<file path="src/hw/rtl/assert_macros.svh">
// Assertion macros used by the RTL of the CSV tokenizer.
`ifndef ASSERT_MACROS_SVH
`define ASSERT_MACROS_SVH

// Checks that a condition holds at every rising clock edge outside reset.
`define CSVT_ASSERT(label, clk, rst_n, cond, msg) \
    label: assert property (@(posedge clk) disable iff (!rst_n) (cond)) \
        else $error(msg);

// Checks that a consequence holds in the same cycle as its antecedent.
`define CSVT_ASSERT_IMP(label, clk, rst_n, ante, cons, msg) \
    label: assert property (@(posedge clk) disable iff (!rst_n) (ante) |-> (cons)) \
        else $error(msg);

`endif

</file>
<file path="src/hw/rtl/csvt_pkg.sv">
// Package with the types, constants and classifier function of the CSV tokenizer.
package csvt_pkg;

    localparam int MAX_COLUMNS_DEF    = 64;
    localparam int ROW_COUNT_BITS_DEF = 32;

    localparam int COL_OUT_W = 7;
    localparam int ROW_OUT_W = 32;

    localparam logic [7:0] QUOTE_BYTE  = 8'h22;
    localparam logic [7:0] COMMA_BYTE  = 8'h2C;
    localparam logic [7:0] DOT_BYTE    = 8'h2E;
    localparam logic [7:0] PLUS_BYTE   = 8'h2B;
    localparam logic [7:0] MINUS_BYTE  = 8'h2D;
    localparam logic [7:0] ZERO_BYTE   = 8'h30;
    localparam logic [7:0] NINE_BYTE   = 8'h39;
    localparam logic [7:0] DELIM_RESET = 8'h2C;

    typedef enum logic [1:0] {
        KIND_CONTENT = 2'd0,
        KIND_CELL    = 2'd1,
        KIND_ROW     = 2'd2,
        KIND_HEADER  = 2'd3
    } kind_t;

    // Cell classes and column types share one code space; null doubles as empty.
    typedef enum logic [1:0] {
        CLS_NULL   = 2'd0,
        CLS_INT    = 2'd1,
        CLS_DOUBLE = 2'd2,
        CLS_STRING = 2'd3
    } class_t;

    typedef enum logic [2:0] {
        N_START    = 3'd0,
        N_SIGN     = 3'd1,
        N_ZERO     = 3'd2,
        N_INTEGER  = 3'd3,
        N_DOT      = 3'd4,
        N_FRACTION = 3'd5,
        N_REJECT   = 3'd6
    } dfa_t;

    typedef struct packed {
        kind_t                 kind;
        logic [7:0]            byte_v;
        logic [COL_OUT_W-1:0]  col;
        class_t                cls;
        class_t                ctype;
        logic [ROW_OUT_W-1:0]  row;
        logic                  ovf;
        logic                  last;
    } token_t;

    // One queue entry holds every word caused by one text item.
    typedef struct packed {
        token_t r0;
        logic   has_r1;
        token_t r1;
    } rec_t;

    function automatic dfa_t dfa_next(input dfa_t s, input logic [7:0] b);
        logic digit;
        dfa_t n;
        digit = (b >= ZERO_BYTE) && (b <= NINE_BYTE);
        case (s)
            N_START:
            begin
                if (b == PLUS_BYTE || b == MINUS_BYTE)
                    n = N_SIGN;
                else if (b == ZERO_BYTE)
                    n = N_ZERO;
                else if (digit)
                    n = N_INTEGER;
                else
                    n = N_REJECT;
            end
            N_SIGN:
                n = (b == ZERO_BYTE) ? N_ZERO : N_REJECT;
            N_ZERO:
                n = (b == DOT_BYTE) ? N_DOT : N_REJECT;
            N_INTEGER:
            begin
                if (digit)
                    n = N_INTEGER;
                else if (b == DOT_BYTE)
                    n = N_DOT;
                else
                    n = N_REJECT;
            end
            N_DOT, N_FRACTION:
                n = digit ? N_FRACTION : N_REJECT;
            default:
                n = N_REJECT;
        endcase
        return n;
    endfunction

endpackage

</file>
<file path="src/hw/rtl/csvt_ifs.sv">
// Valid/ready channel interfaces for the text input and the token output.
interface csvt_text_if;
    logic       valid;
    logic       ready;
    logic       req_type;
    logic [7:0] char_byte;

    modport source(output valid, output req_type, output char_byte, input ready);
    modport sink(input valid, input req_type, input char_byte, output ready);
endinterface

interface csvt_token_if;
    logic        valid;
    logic        ready;
    logic [1:0]  out_kind;
    logic [7:0]  out_byte;
    logic [6:0]  column_index;
    logic [1:0]  cell_class;
    logic [1:0]  column_type;
    logic [31:0] row_number;
    logic        column_overflow;
    logic        last;

    modport source(output valid, output out_kind, output out_byte, output column_index,
                   output cell_class, output column_type, output row_number,
                   output column_overflow, output last, input ready);
    modport sink(input valid, input out_kind, input out_byte, input column_index,
                 input cell_class, input column_type, input row_number,
                 input column_overflow, input last, output ready);
endinterface

</file>
<file path="src/hw/rtl/csv_cell_tokenizer_with_typing.sv">
// Top level of the CSV cell tokenizer with per-column type inference.
//
// The text channel takes one word per cycle while ready: a text byte or an end-of-line mark.
// The first line is the header; it only counts columns, split on the delimiter
// register (cfg_we/cfg_wdata, reset value comma), and ends with a header-done word.
// Every later line is split on comma under the quote rules and yields content
// bytes, cell-closed words carrying the inferred class and the column type, and
// a row-closed word at the end of the line. Each text word yields zero, one or
// two token words; the last of them has last set.
// Throughput is one text word per cycle while ready is high; the token channel
// sets the pace, since a text word that yields two token words needs a token
// handshake for each of them.
// The column types live in a memory with a registered read: the read is issued
// when a cell closes and the merged type is written back in the next cycle,
// with forwarding for back-to-back closes of the same column.
// Reset clears the control state and the per-column valid bits, so every
// column reads as empty. The header clears the valid bits again.
// When the receiver stalls, token words collect in a four-entry queue and the
// text channel drops ready before that queue could overflow; nothing is lost.
`include "assert_macros.svh"

module csv_cell_tokenizer_with_typing #(
    parameter int MAX_COLUMNS    = csvt_pkg::MAX_COLUMNS_DEF,
    parameter int ROW_COUNT_BITS = csvt_pkg::ROW_COUNT_BITS_DEF
) (
    input  logic              clk,
    input  logic              rst_n,
    csvt_text_if.sink         text,
    csvt_token_if.source      token,
    input  logic              cfg_we,
    input  logic [7:0]        cfg_wdata
);
    import csvt_pkg::*;

    localparam int COL_W      = $clog2(MAX_COLUMNS + 1);
    localparam int ADDR_W     = (MAX_COLUMNS > 1) ? $clog2(MAX_COLUMNS) : 1;
    localparam int FIFO_DEPTH = 4;
    localparam int PTR_W      = $clog2(FIFO_DEPTH);
    localparam int CNT_W      = $clog2(FIFO_DEPTH + 1);

    localparam logic [COL_W-1:0]          COL_MAX = COL_W'(MAX_COLUMNS);
    localparam logic [ROW_COUNT_BITS-1:0] ROW_MAX = '1;

    // Parser state.
    logic [7:0]                delim_reg;
    logic                      header_seen_reg, header_seen_next;
    logic [COL_W-1:0]          col_count_reg, col_count_next;
    logic [COL_W-1:0]          cur_col_reg, cur_col_next;
    logic                      in_quote_reg, in_quote_next;
    logic                      quote_pend_reg, quote_pend_next;
    logic                      bss_reg, bss_next;
    logic                      nonempty_reg, nonempty_next;
    dfa_t                      dfa_reg, dfa_next_s;
    logic [ROW_COUNT_BITS-1:0] rows_reg, rows_next;

    logic       accept;
    logic       eol;
    logic [7:0] in_byte;
    logic       do_close, do_content, do_row, do_header;
    logic [COL_W-1:0] col_inc;

    // Stage B: the item whose column-type read data is present this cycle.
    logic                  sb_valid_reg;
    logic                  sb_close_reg, sb_close_next;
    logic                  sb_main_reg, sb_main_next;
    kind_t                 sb_kind_reg, sb_kind_next;
    logic [7:0]            sb_byte_reg;
    logic [COL_W-1:0]      sb_col_reg;
    logic                  sb_ovf_reg, sb_ovf_next;
    logic                  sb_int_reg, sb_int_next;
    logic                  sb_dbl_reg, sb_dbl_next;
    logic                  sb_nonempty_reg;
    logic [ROW_OUT_W-1:0]  sb_row_before_reg, sb_row_after_reg;
    logic [COL_W-1:0]      sb_main_col_reg, sb_main_col_next;
    logic                  sb_main_ovf_reg, sb_main_ovf_next;

    // Column-type memory with valid bits and a forwarding path.
    class_t                col_type_mem [MAX_COLUMNS];
    logic [MAX_COLUMNS-1:0] type_valid_reg;
    class_t                rdata_reg;
    logic                  rvalid_reg;
    logic                  fwd_hit_reg;
    class_t                fwd_data_reg;
    logic [ADDR_W-1:0]     rd_addr, wr_addr;
    logic                  mem_we;
    class_t                wr_data;

    class_t ctype_raw, ctype_old, ctype_new, cls;
    token_t close_tok, main_tok;
    rec_t   push_rec;

    // Output queue.
    rec_t             fifo_mem [FIFO_DEPTH];
    logic [PTR_W-1:0] wr_ptr_reg, rd_ptr_reg;
    logic [CNT_W-1:0] count_reg;
    logic             phase_reg;
    rec_t             head;
    token_t           out_tok;
    logic             out_hs, pop, push;

    assign eol     = text.req_type;
    assign in_byte = text.char_byte;
    assign accept  = text.valid && text.ready;
    assign col_inc = (cur_col_reg < COL_MAX) ? cur_col_reg + COL_W'(1) : cur_col_reg;

    // Room is kept for the item now in stage B and for the one being accepted.
    assign text.ready = (count_reg + CNT_W'(sb_valid_reg)) <= CNT_W'(FIFO_DEPTH - 1);

    always_comb
    begin
        header_seen_next = header_seen_reg;
        col_count_next   = col_count_reg;
        cur_col_next     = cur_col_reg;
        in_quote_next    = in_quote_reg;
        quote_pend_next  = quote_pend_reg;
        bss_next         = bss_reg;
        nonempty_next    = nonempty_reg;
        dfa_next_s       = dfa_reg;
        rows_next        = rows_reg;
        do_close         = 1'b0;
        do_content       = 1'b0;
        do_row           = 1'b0;
        do_header        = 1'b0;
        if (accept)
        begin
            if (!header_seen_reg)
            begin
                if (!eol)
                begin
                    if (in_byte == delim_reg)
                    begin
                        if (col_count_reg < COL_MAX)
                            col_count_next = col_count_reg + COL_W'(1);
                        bss_next = 1'b0;
                    end
                    else
                    begin
                        bss_next = 1'b1;
                    end
                end
                else
                begin
                    // A trailing empty header piece is not counted.
                    if (bss_reg && col_count_reg < COL_MAX)
                        col_count_next = col_count_reg + COL_W'(1);
                    header_seen_next = 1'b1;
                    do_header        = 1'b1;
                end
            end
            else if (eol)
            begin
                // A quote still pending at the line end is dropped.
                do_close = bss_reg;
                do_row   = 1'b1;
                if (rows_reg != ROW_MAX)
                    rows_next = rows_reg + ROW_COUNT_BITS'(1);
            end
            else if (quote_pend_reg)
            begin
                quote_pend_next = 1'b0;
                if (in_byte == COMMA_BYTE)
                    do_close = 1'b1;
                else
                    do_content = 1'b1;
            end
            else
            begin
                bss_next = 1'b1;
                if (in_byte == QUOTE_BYTE)
                begin
                    in_quote_next   = 1'b1;
                    quote_pend_next = 1'b1;
                end
                else if (in_byte == COMMA_BYTE && !in_quote_reg)
                    do_close = 1'b1;
                else
                    do_content = 1'b1;
            end

            if (do_content)
            begin
                dfa_next_s    = dfa_next(dfa_reg, in_byte);
                nonempty_next = 1'b1;
            end
            if (do_close)
                cur_col_next = col_inc;
            if (do_close || do_row || do_header)
            begin
                dfa_next_s      = N_START;
                nonempty_next   = 1'b0;
                in_quote_next   = 1'b0;
                quote_pend_next = 1'b0;
                bss_next        = 1'b0;
            end
            if (do_row || do_header)
                cur_col_next = '0;
        end
    end

    // Stage B contents for the accepted item.
    always_comb
    begin
        sb_close_next    = do_close;
        sb_main_next     = do_content || do_row || do_header;
        sb_ovf_next      = cur_col_reg >= col_count_reg;
        sb_int_next      = (dfa_reg == N_ZERO) || (dfa_reg == N_INTEGER);
        sb_dbl_next      = sb_int_next || (dfa_reg == N_FRACTION);
        sb_kind_next     = KIND_CONTENT;
        sb_main_col_next = cur_col_reg;
        sb_main_ovf_next = 1'b0;
        if (do_header)
        begin
            sb_kind_next     = KIND_HEADER;
            sb_main_col_next = col_count_next;
        end
        else if (do_row)
        begin
            sb_kind_next     = KIND_ROW;
            sb_main_col_next = do_close ? col_inc : cur_col_reg;
        end
        else
        begin
            sb_main_ovf_next = sb_ovf_next;
        end
    end

    assign rd_addr = cur_col_reg[ADDR_W-1:0];

    always_ff @(posedge clk or negedge rst_n)
    begin
        if (!rst_n)
        begin
            delim_reg       <= DELIM_RESET;
            header_seen_reg <= 1'b0;
            col_count_reg   <= '0;
            cur_col_reg     <= '0;
            in_quote_reg    <= 1'b0;
            quote_pend_reg  <= 1'b0;
            bss_reg         <= 1'b0;
            nonempty_reg    <= 1'b0;
            dfa_reg         <= N_START;
            rows_reg        <= '0;
            sb_valid_reg    <= 1'b0;
        end
        else
        begin
            if (cfg_we)
                delim_reg <= cfg_wdata;
            header_seen_reg <= header_seen_next;
            col_count_reg   <= col_count_next;
            cur_col_reg     <= cur_col_next;
            in_quote_reg    <= in_quote_next;
            quote_pend_reg  <= quote_pend_next;
            bss_reg         <= bss_next;
            nonempty_reg    <= nonempty_next;
            dfa_reg         <= dfa_next_s;
            rows_reg        <= rows_next;
            sb_valid_reg    <= sb_close_next || sb_main_next;
        end
    end

    always_ff @(posedge clk)
    begin
        sb_close_reg      <= sb_close_next;
        sb_main_reg       <= sb_main_next;
        sb_kind_reg       <= sb_kind_next;
        sb_byte_reg       <= in_byte;
        sb_col_reg        <= cur_col_reg;
        sb_ovf_reg        <= sb_ovf_next;
        sb_int_reg        <= sb_int_next;
        sb_dbl_reg        <= sb_dbl_next;
        sb_nonempty_reg   <= nonempty_reg;
        sb_row_before_reg <= ROW_OUT_W'(rows_reg);
        sb_row_after_reg  <= ROW_OUT_W'(rows_next);
        sb_main_col_reg   <= sb_main_col_next;
        sb_main_ovf_reg   <= sb_main_ovf_next;
        // A write in the same cycle as a read of the same column is forwarded.
        fwd_hit_reg       <= mem_we && (wr_addr == rd_addr);
        fwd_data_reg      <= wr_data;
    end

    // Column-type memory: one write port, one registered read port.
    always_ff @(posedge clk)
    begin
        if (mem_we)
            col_type_mem[wr_addr] <= wr_data;
        rdata_reg <= col_type_mem[rd_addr];
    end

    always_ff @(posedge clk or negedge rst_n)
    begin
        if (!rst_n)
        begin
            type_valid_reg <= '0;
            rvalid_reg     <= 1'b0;
        end
        else
        begin
            if (do_header)
                type_valid_reg <= '0;
            else if (mem_we)
                type_valid_reg[wr_addr] <= 1'b1;
            rvalid_reg <= type_valid_reg[rd_addr];
        end
    end

    // Classification and type merge in stage B.
    always_comb
    begin
        if (fwd_hit_reg)
            ctype_raw = fwd_data_reg;
        else if (rvalid_reg)
            ctype_raw = rdata_reg;
        else
            ctype_raw = CLS_NULL;
        ctype_old = sb_ovf_reg ? CLS_NULL : ctype_raw;

        if (sb_int_reg && ctype_old <= CLS_INT)
            cls = CLS_INT;
        else if (sb_dbl_reg && ctype_old <= CLS_DOUBLE)
            cls = CLS_DOUBLE;
        else if (sb_nonempty_reg)
            cls = CLS_STRING;
        else
            cls = CLS_NULL;

        ctype_new = (cls > ctype_old) ? cls : ctype_old;
    end

    assign mem_we  = sb_valid_reg && sb_close_reg && !sb_ovf_reg;
    assign wr_addr = sb_col_reg[ADDR_W-1:0];
    assign wr_data = ctype_new;

    always_comb
    begin
        close_tok.kind   = KIND_CELL;
        close_tok.byte_v = 8'h00;
        close_tok.col    = COL_OUT_W'(sb_col_reg);
        close_tok.cls    = cls;
        close_tok.ctype  = sb_ovf_reg ? CLS_NULL : ctype_new;
        close_tok.row    = sb_row_before_reg;
        close_tok.ovf    = sb_ovf_reg;
        close_tok.last   = !sb_main_reg;

        main_tok.kind    = sb_kind_reg;
        main_tok.byte_v  = (sb_kind_reg == KIND_CONTENT) ? sb_byte_reg : 8'h00;
        main_tok.col     = COL_OUT_W'(sb_main_col_reg);
        main_tok.cls     = CLS_NULL;
        main_tok.ctype   = CLS_NULL;
        main_tok.row     = (sb_kind_reg == KIND_ROW) ? sb_row_after_reg : sb_row_before_reg;
        main_tok.ovf     = sb_main_ovf_reg;
        main_tok.last    = 1'b1;

        push_rec.r0      = sb_close_reg ? close_tok : main_tok;
        push_rec.has_r1  = sb_close_reg && sb_main_reg;
        push_rec.r1      = main_tok;
    end

    // Output queue and serializer for items that yield two words.
    assign push    = sb_valid_reg;
    assign head    = fifo_mem[rd_ptr_reg];
    assign out_tok = phase_reg ? head.r1 : head.r0;
    assign out_hs  = token.valid && token.ready;
    assign pop     = out_hs && (phase_reg || !head.has_r1);

    assign token.valid           = count_reg != '0;
    assign token.out_kind        = out_tok.kind;
    assign token.out_byte        = out_tok.byte_v;
    assign token.column_index    = out_tok.col;
    assign token.cell_class      = out_tok.cls;
    assign token.column_type     = out_tok.ctype;
    assign token.row_number      = out_tok.row;
    assign token.column_overflow = out_tok.ovf;
    assign token.last            = out_tok.last;

    always_ff @(posedge clk)
    begin
        if (push)
            fifo_mem[wr_ptr_reg] <= push_rec;
    end

    always_ff @(posedge clk or negedge rst_n)
    begin
        if (!rst_n)
        begin
            wr_ptr_reg <= '0;
            rd_ptr_reg <= '0;
            count_reg  <= '0;
            phase_reg  <= 1'b0;
        end
        else
        begin
            if (push)
                wr_ptr_reg <= wr_ptr_reg + PTR_W'(1);
            if (pop)
                rd_ptr_reg <= rd_ptr_reg + PTR_W'(1);
            count_reg <= count_reg + CNT_W'(push) - CNT_W'(pop);
            if (pop)
                phase_reg <= 1'b0;
            else if (out_hs)
                phase_reg <= 1'b1;
        end
    end

    `CSVT_ASSERT(a_fifo_bound, clk, rst_n, count_reg <= CNT_W'(FIFO_DEPTH), "output queue overfilled")
    `CSVT_ASSERT_IMP(a_push_room, clk, rst_n, sb_valid_reg, count_reg < CNT_W'(FIFO_DEPTH), "stage B pushes into a full queue")
    `CSVT_ASSERT_IMP(a_phase_head, clk, rst_n, phase_reg, (count_reg != '0) && head.has_r1, "second word selected without a two-word entry")
    `CSVT_ASSERT(a_col_bound, clk, rst_n, (cur_col_reg <= COL_MAX) && (col_count_reg <= COL_MAX), "column counter beyond limit")
    `CSVT_ASSERT_IMP(a_close_after_header, clk, rst_n, sb_valid_reg && sb_close_reg, header_seen_reg, "cell closed before the header finished")

endmodule
</file>
<file path="src/flat_wrapper.sv">
// flat-port wrapper written by rule: the top's interface ports become plain ports
module csv_cell_tokenizer_with_typing_flat import csvt_pkg::*;
#(
    parameter int MAX_COLUMNS    = csvt_pkg::MAX_COLUMNS_DEF,
    parameter int ROW_COUNT_BITS = csvt_pkg::ROW_COUNT_BITS_DEF
)
  (clk, rst_n, cfg_we, cfg_wdata, text_valid, text_req_type, text_char_byte, text_ready, token_valid, token_out_kind, token_out_byte, token_column_index, token_cell_class, token_column_type, token_row_number, token_column_overflow, token_last, token_ready);
  csvt_text_if text_i ();
  csvt_token_if token_i ();
  input  logic clk;
  input  logic rst_n;
  input  logic cfg_we;
  input  logic [7:0] cfg_wdata;
  input wire logic [$bits(text_i.valid)-1:0] text_valid;
  input wire logic [$bits(text_i.req_type)-1:0] text_req_type;
  input wire logic [$bits(text_i.char_byte)-1:0] text_char_byte;
  output wire logic [$bits(text_i.ready)-1:0] text_ready;
  output wire logic [$bits(token_i.valid)-1:0] token_valid;
  output wire logic [$bits(token_i.out_kind)-1:0] token_out_kind;
  output wire logic [$bits(token_i.out_byte)-1:0] token_out_byte;
  output wire logic [$bits(token_i.column_index)-1:0] token_column_index;
  output wire logic [$bits(token_i.cell_class)-1:0] token_cell_class;
  output wire logic [$bits(token_i.column_type)-1:0] token_column_type;
  output wire logic [$bits(token_i.row_number)-1:0] token_row_number;
  output wire logic [$bits(token_i.column_overflow)-1:0] token_column_overflow;
  output wire logic [$bits(token_i.last)-1:0] token_last;
  input wire logic [$bits(token_i.ready)-1:0] token_ready;
  assign text_i.valid = text_valid;
  assign text_i.req_type = text_req_type;
  assign text_i.char_byte = text_char_byte;
  assign text_ready = text_i.ready;
  assign token_valid = token_i.valid;
  assign token_out_kind = token_i.out_kind;
  assign token_out_byte = token_i.out_byte;
  assign token_column_index = token_i.column_index;
  assign token_cell_class = token_i.cell_class;
  assign token_column_type = token_i.column_type;
  assign token_row_number = token_i.row_number;
  assign token_column_overflow = token_i.column_overflow;
  assign token_last = token_i.last;
  assign token_i.ready = token_ready;
  csv_cell_tokenizer_with_typing #(.MAX_COLUMNS(MAX_COLUMNS), .ROW_COUNT_BITS(ROW_COUNT_BITS)) u_core (.clk(clk), .rst_n(rst_n), .text(text_i), .token(token_i), .cfg_we(cfg_we), .cfg_wdata(cfg_wdata));
endmodule
</file>
<file path="config.mk">
export PLATFORM = sky130hd
export DESIGN_NAME = csv_cell_tokenizer_with_typing_flat
export DESIGN_NICKNAME = d
export VERILOG_FILES = /design/src/hw/rtl/csvt_pkg.sv /design/src/hw/rtl/csvt_ifs.sv /design/src/hw/rtl/csv_cell_tokenizer_with_typing.sv /design/src/flat_wrapper.sv
export VERILOG_INCLUDE_DIRS = /design/src /design/src/hw/rtl
export SDC_FILE = /design/constraint.sdc
export NUM_CORES = 1
export LEC_CHECK = 0
export BUFFER_PORTS_ARGS = -buffer_cell sky130_fd_sc_hd__buf_2
export CORE_ASPECT_RATIO = 0.9
export CORE_MARGIN = 2
export CORE_UTILIZATION = 65
export CTS_CLUSTER_SIZE = 8
export DETAILED_ROUTE_END_ITERATION = 7
export GPL_TIMING_DRIVEN = 0
export MAX_ROUTING_LAYER = met4
export PLACE_DENSITY = 0.82
export RECOVER_POWER = 100
export SYNTH_ARGS = -nofsm -noshare
export SYNTH_HDL_FRONTEND = slang
export SYNTH_SLANG_ARGS = --single-unit
export TNS_END_PERCENT = 5
</file>
<file path="constraint.sdc">
create_clock -name clk -period 5.27 [get_ports clk]
set_input_delay 0.527 -clock clk [delete_from_list [all_inputs] [get_ports clk]]
set_output_delay 0.527 -clock clk [all_outputs]
set_load 0.03 [all_outputs]
</file>
==> flow_summary.yaml, run 1 <==
detailed_routing:
  routed_wirelength_mm: 70.64
  vias: 17444
  drc_errors: 0
  first_pass_iters: 6
  routedWlPerCell_um: 25.80
  drtIter0Drc: 1641
  via_per_inst: 6.371
  antenna_left: 0
clocking:
  htree_levels: 3
  cts_resized: 0
  post_cts_buffers: 0
  clkTransAtPathRegs_ns: 0.05
  ctsHoldBuffers: 6
  clk_path_buf_depth: 3
  clkSinkCount: 788
  worstSkewPairLatency_ns: 0.67
  cts_tree: "yes"
  numCtsBuffers: 108
  root_buffer: "clkbuf_16"
power_and_ir_drop:
  peakVddDrop_uv: 397.4
  p_per_area_nw_per_um2: 529.0
  p_int_uw: 13190
  power_frac_comb_pct: 23.7
  clockPowerShare_pct: 34.2
  switching_share_pct: 30.16
  seq_power_share_pct: 42.0
  p_leak_uw: 0.01246
  switchingPower_uw: 5699
timing:
  fmax_ghz: 0.2230
  min_period_over_period_pct: 85.08
  setup_tns_ns: 0
  setup_ws_ns: 0.7862
  setup_viol: 0
  clock_skew_ns: 0.03469
  rsz0062_at_grt: "false"
  hold_viol: 0
  finalCriticalPeriod_ns: 4.484
  worstMarginPinSlew_ns: 2.909
  max_slew_margin_pct: -93.91
  holdWs_ns: 0.06091
  drv_slew: 427
placed_design:
  dp_hpwl_mm: 42.12
  globalplace.congestion: 0.8858
  pre_cts_ws_ns: 1.711
  io_buffers: 76
global_route:
  gr-total-overflow: 0
  grt_pass1_vias: 18475
  antenna_found_initial: 0
  grt_pass1_wl_mm: 108.7
  grt.total_usage_pct: 30.19
  grt_max_degree: 86
final_layout:
  largest_reg_flops: 424
  nFillCells: 2606
  drive_gt1_share_pct: 17.94
  layout-area-overhead-vs-synth_pct: 14.25
  final_nets: 2066
  finalCoreUtilization_pct: 74.97
synth:
  yosysMostFrequentCell: "edfxtp_1"
  async_flop_share_pct: 17.26
  ys_seq_elements: 788
  yosysUniqueCellTypes: 72
  synth_ff_type: "edfxtp_1"
  seq_area_frac_synth_pct: 70.33
  synth_area_leaders: "edfxtp_1 53%, mux4_2 12%, dfrtp_1 11%"
  netlist_area_sq_um: 31260
  yosys.area.top_type: "edfxtp_1"
  synth.top_cell.area_share_pct: 53.02
  avgSynthCellArea_sq_um: 17.18
  netlist_top_cells_count: "552 x edfxtp_1, 173 x nor2_1, 160 x mux4_2"
  yosysWarnings: 0
  synth_edf_count: 552
  synth_fp_nets: 1864
  synthCells: 1820
floorplan:
  initial_core_util_pct: 65.62
  io_pins: 79
  dieHeight_um: 212.1
  rows: 76
  core_sq_um: 47640
  die_x_um: 235.2
  dieArea_sq_um: 49870
setup_path:
  cp-end-kind: "flop"
  cp_slowest_cell: "dlymetal6s2s_1"
  cp_data_required_time_ns: 5.50
  critical_path.top_delay_family: "buffers and inverters"
  start_kind: "flop"
  max_stage_delay_ns: 1.91
  cp_max_fo: 46
  critPathBufInv: 2
  crit_chain: "clkbuf_1, and2_0, dlymetal6s2s_1"
  cp_data_arrival_time_ns: 4.71
  cp.depth: 3
  crit_type: "flop to flop"
  r2r_cells: 3
min_path:
  min_path_cells: 1
  worstHoldPathType: "input pin to flop"
status:
  violations: "capacitance limit, slew limit"
  outcome: "complete, but fails checks"
flow_run:
  drv_cap: 11
==> power groups by stage <==
stage               Sequential, uW  Clock (uW)  Combinational [uW]
finish                        7940        6470                4490
global placement              8050           0                4430
global route                  7980        6790                4750
floorplan                     7950           0                3190
detailed placement            7990           0                4640
CTS                           7890        6520                4720
==> final cells by class <==
type,count,area [sq um],area share (%)
diodes,1,2.502,0.007006
plain buffers,93,361.6,1.012
clock buffers,196,3097,8.670
clock inverters,5,101.3,0.2838
inverters,30,112.6,0.3153
multi-input cells,909,8773,24.56
flip-flops and latches,788,21980,61.55
well taps,624,780.7,2.186
repair buffers,92,503.0,1.408
==> final timing paths <==
path | startpoint | end | slack [ns]
max in group asynchronous | rst_n | u_core.type_valid_reg[7] | 2.22
max | u_core.push | u_core.fifo_mem[1][46] | 0.79
min in group asynchronous | rst_n | u_core.col_count_reg[4] | 1.35
min | text_char_byte[7] | u_core.sb_byte_reg[7] | 0.06
min reg2reg | u_core.nonempty_reg | u_core.sb_nonempty_reg | 0.36
max reg2reg | u_core.push | u_core.fifo_mem[1][46] | 0.79
==> layer usage <==
layer	vias up	GRT usage (%)	share of wire (%)
met3	204	6.076	7.5
met4	0	12.51	3.8
met1	8928	37.35	38
li1	7448	-	-
met2	864	49.63	51
met5	-	-	0
==> kinds of logic (layout without fill, tap and decap cells) <==
group           Yosys count  in the layout  share of synthesized area, %
simple gates            391            391                         6.036
mux                     303            303                         16.65
other cells               0              1                             0
flops                   788            788                         70.33
buf+inv                 123            416                         1.557
fa+ha+maj                22             22                        0.8805
compound gates          134            134                         2.870
xor+xnor                 59             59                         1.677
==> stage by stage <==
step	instance area [sq um]	instances	total power, uW
after floorplan	31260	1820	11140
after global placement	32420	2520	12470
after detailed placement	32700	2530	12630
after CTS	35960	2737	19130
after global routing	35710	2737	19520
final	35720	2738	18890
==> cell usage in the layout (no fill, tap or decap), types with 9 or more instances in the layout <==
master | netlist | final
edfxtp_1 | 552 | 552
clkbuf_1 | 64 | 225
nor2_1 | 173 | 173
mux4_2 | 160 | 160
dfrtp_1 | 133 | 133
clkbuf_16 | 0 | 111
dfxtp_1 | 100 | 100
mux2_1 | 0 | 75
nand2_1 | 59 | 59
mux2_2 | 133 | 59
o21ai_0 | 35 | 35
o21a_1 | 35 | 35
xnor2_1 | 30 | 31
inv_1 | 28 | 28
xor2_1 | 28 | 28
nand3_1 | 26 | 26
buf_2 | 11 | 22
ha_1 | 22 | 22
nor2b_1 | 21 | 21
nor4_1 | 17 | 17
and3_1 | 16 | 16
a21oi_1 | 16 | 16
and2_0 | 1 | 15
nor3_1 | 13 | 13
mux2i_1 | 9 | 9
(Power assumes the default switching activity.)
==> inputs of run 2 (changes only) <==
--- a/config.mk
+++ b/config.mk
@@ -6,15 +6,15 @@
 export SDC_FILE = /design/constraint.sdc
 export NUM_CORES = 1
 export LEC_CHECK = 0
-export BUFFER_PORTS_ARGS = -buffer_cell sky130_fd_sc_hd__buf_2
 export CORE_ASPECT_RATIO = 0.9
 export CORE_MARGIN = 2
 export CORE_UTILIZATION = 65
 export CTS_CLUSTER_SIZE = 8
 export DETAILED_ROUTE_END_ITERATION = 7
+export DONT_BUFFER_PORTS = 1
 export GPL_TIMING_DRIVEN = 0
 export MAX_ROUTING_LAYER = met4
-export PLACE_DENSITY = 0.82
+export PLACE_DENSITY = 0.81
 export RECOVER_POWER = 100
 export SYNTH_ARGS = -nofsm -noshare
 export SYNTH_HDL_FRONTEND = slang
==> flow_summary.yaml, run 2 (synthesis gave the netlist of run 1 again) <==
setup_path:
  r2r-start: "u_core.fwd_hit_reg"
  start_kind: "flop"
  r2r_setup_slack_ns: 0.66
  crit_start: "u_core.fwd_hit_reg"
  regToRegEndpoint: "u_core.fifo_mem[2][85]"
  r2r_cells: 9
  cp_max_fo: 66
  cp_data_arrival_time_ns: 5.04
  cp-endpoint: "u_core.fifo_mem[2][85]"
  cp_data_required_time_ns: 5.69
  cp-end-kind: "flop"
  crit_type: "flop to flop"
power_and_ir_drop:
  seq_power_share_pct: 42.8
  total_power_uw: 18550
  switching_share_pct: 30.02
  clockPowerShare_pct: 34.5
  switchingPower_uw: 5570
  power_frac_comb_pct: 22.7
  p_leak_uw: 0.01224
  p_per_area_nw_per_um2: 524.7
  peakVddDrop_uv: 487.6
  p_int_uw: 12980
final_layout:
  finalCoreUtilization_pct: 74.22
  final_nets: 1991
  drive_gt1_share_pct: 15.69
  num_antenna_cells: 0
  nFillCells: 2599
  mostFrequentLayoutCells: "552 x edfxtp_1, 173 x nor2_1, 169 x clkbuf_1"
  layout-area-overhead-vs-synth_pct: 13.11
  largest_reg_flops: 424
  final_common_cell: "edfxtp_1"
timing:
  fmax_ghz: 0.2167
  setup_viol: 0
  clock_skew_ns: 0.02118
  setup_tns_ns: 0
  worstMarginPinSlew_ns: 3.920
  rsz0062_at_grt: "false"
  setup_ws_ns: 0.6551
  min_period_over_period_pct: 87.57
  drv_slew: 402
  max_slew_margin_pct: -161.5
  hold_viol: 0
  finalCriticalPeriod_ns: 4.615
placed_design:
  dp_hpwl_mm: 41.13
  io_buffers: 0
  globalplace.congestion: 0.8963
  pre_cts_ws_ns: 1.539
clocking:
  cts_tree: "yes"
  post_cts_buffers: 0
  clkSinkCount: 788
  numCtsBuffers: 108
  ctsHoldBuffers: 10
  root_buffer: "clkbuf_16"
  cts_resized: 0
  htree_levels: 3
  clkTransAtPathRegs_ns: 0.05
  worstSkewPairLatency_ns: 0.65
  clk_path_buf_depth: 3
global_route:
  grt_max_degree: 137
  grt.total_usage_pct: 29.17
  antenna_found_initial: 1
  grt_pass1_wl_mm: 105.8
  gr-total-overflow: 0
  grt_pass1_vias: 17837
floorplan:
  io_pins: 79
  dieHeight_um: 212.1
  rows: 76
  dieArea_sq_um: 49870
  die_x_um: 235.2
  core_sq_um: 47640
  initial_core_util_pct: 65.62
detailed_routing:
  via_per_inst: 6.388
  drc_errors: 0
  antenna_left: 0
  routed_wirelength_mm: 68.86
  vias: 17017
  routedWlPerCell_um: 25.85
  first_pass_iters: 6
  drtIter0Drc: 1775
min_path:
  worstHoldPathType: "input pin to flop"
flow_run:
  drv_cap: 7
status:
  violations: "capacitance limit, slew limit"
  outcome: "complete, but fails checks"
-- run 2: power groups by stage --
stage / combinational (uW) / clock, uW / sequential [uW]
floorplan: 3190 / 0 / 7950
global placement: 4130 / 0 / 8050
detailed placement: 4310 / 0 / 7980
CTS: 4400 / 6460 / 7890
global route: 4470 / 6710 / 7990
finish: 4210 / 6400 / 7940
-- run 2: per-stage QoR --
step           cells  hold WS (ns)  instance area (sq um)
5_1_grt         2664       0.01741                  35360
4_1_cts         2664       0.01190                  35500
2_1_floorplan   1820        0.2314                  31260
6_report        2664       0.04138                  35360
3_5_place_dp    2451        0.2345                  32230
3_3_place_gp    2444        0.2351                  32040
-- run 2: routing by layer --
metal,vias to the layer above,global-route usage (%),part of all wire (%)
met3,164,6.037,7.3
met1,8766,37.28,39
met2,792,47.87,50
met5,-,-,0
met4,0,9.210,2.8
li1,7295,-,-
-- run 2: cell type report --
| class | count | area (sq um) | share of cell area [%] |
|---|---|---|---|
| sequential | 788 | 21980 | 62.18 |
| multi-input combinational | 909 | 8773 | 24.81 |
| clock buffer | 199 | 3087 | 8.730 |
| tap | 624 | 780.7 | 2.208 |
| buffer | 93 | 360.3 | 1.019 |
| timing repair buffer | 17 | 196.4 | 0.5556 |
| inverter | 30 | 112.6 | 0.3185 |
| clock inverter | 4 | 63.81 | 0.1805 |
-- run 2: worst min path at each step --
stage | depth (start not counted) | start | endpoint
final | 1 | cfg_wdata[0] | u_core.delim_reg[0]
after global routing | 1 | cfg_wdata[0] | u_core.delim_reg[0]
after CTS | 1 | cfg_wdata[0] | u_core.delim_reg[0]
after detailed placement | 0 | rst_n | u_core.col_count_reg[6]
after global placement | 0 | rst_n | u_core.col_count_reg[5]
after floorplan | 0 | rst_n | u_core.bss_reg
-- run 2: worst max-delay path, stage by stage (launching register included) --
cell	delay (ns)
dfxtp_1	0.34
nand3b_1	0.20
a21oi_1	0.22
a21boi_0	0.15
o21ai_0	0.65
ha_1	0.40
nor2_1	0.18
o22ai_1	0.12
mux2_1	1.65
and2_0	0.48
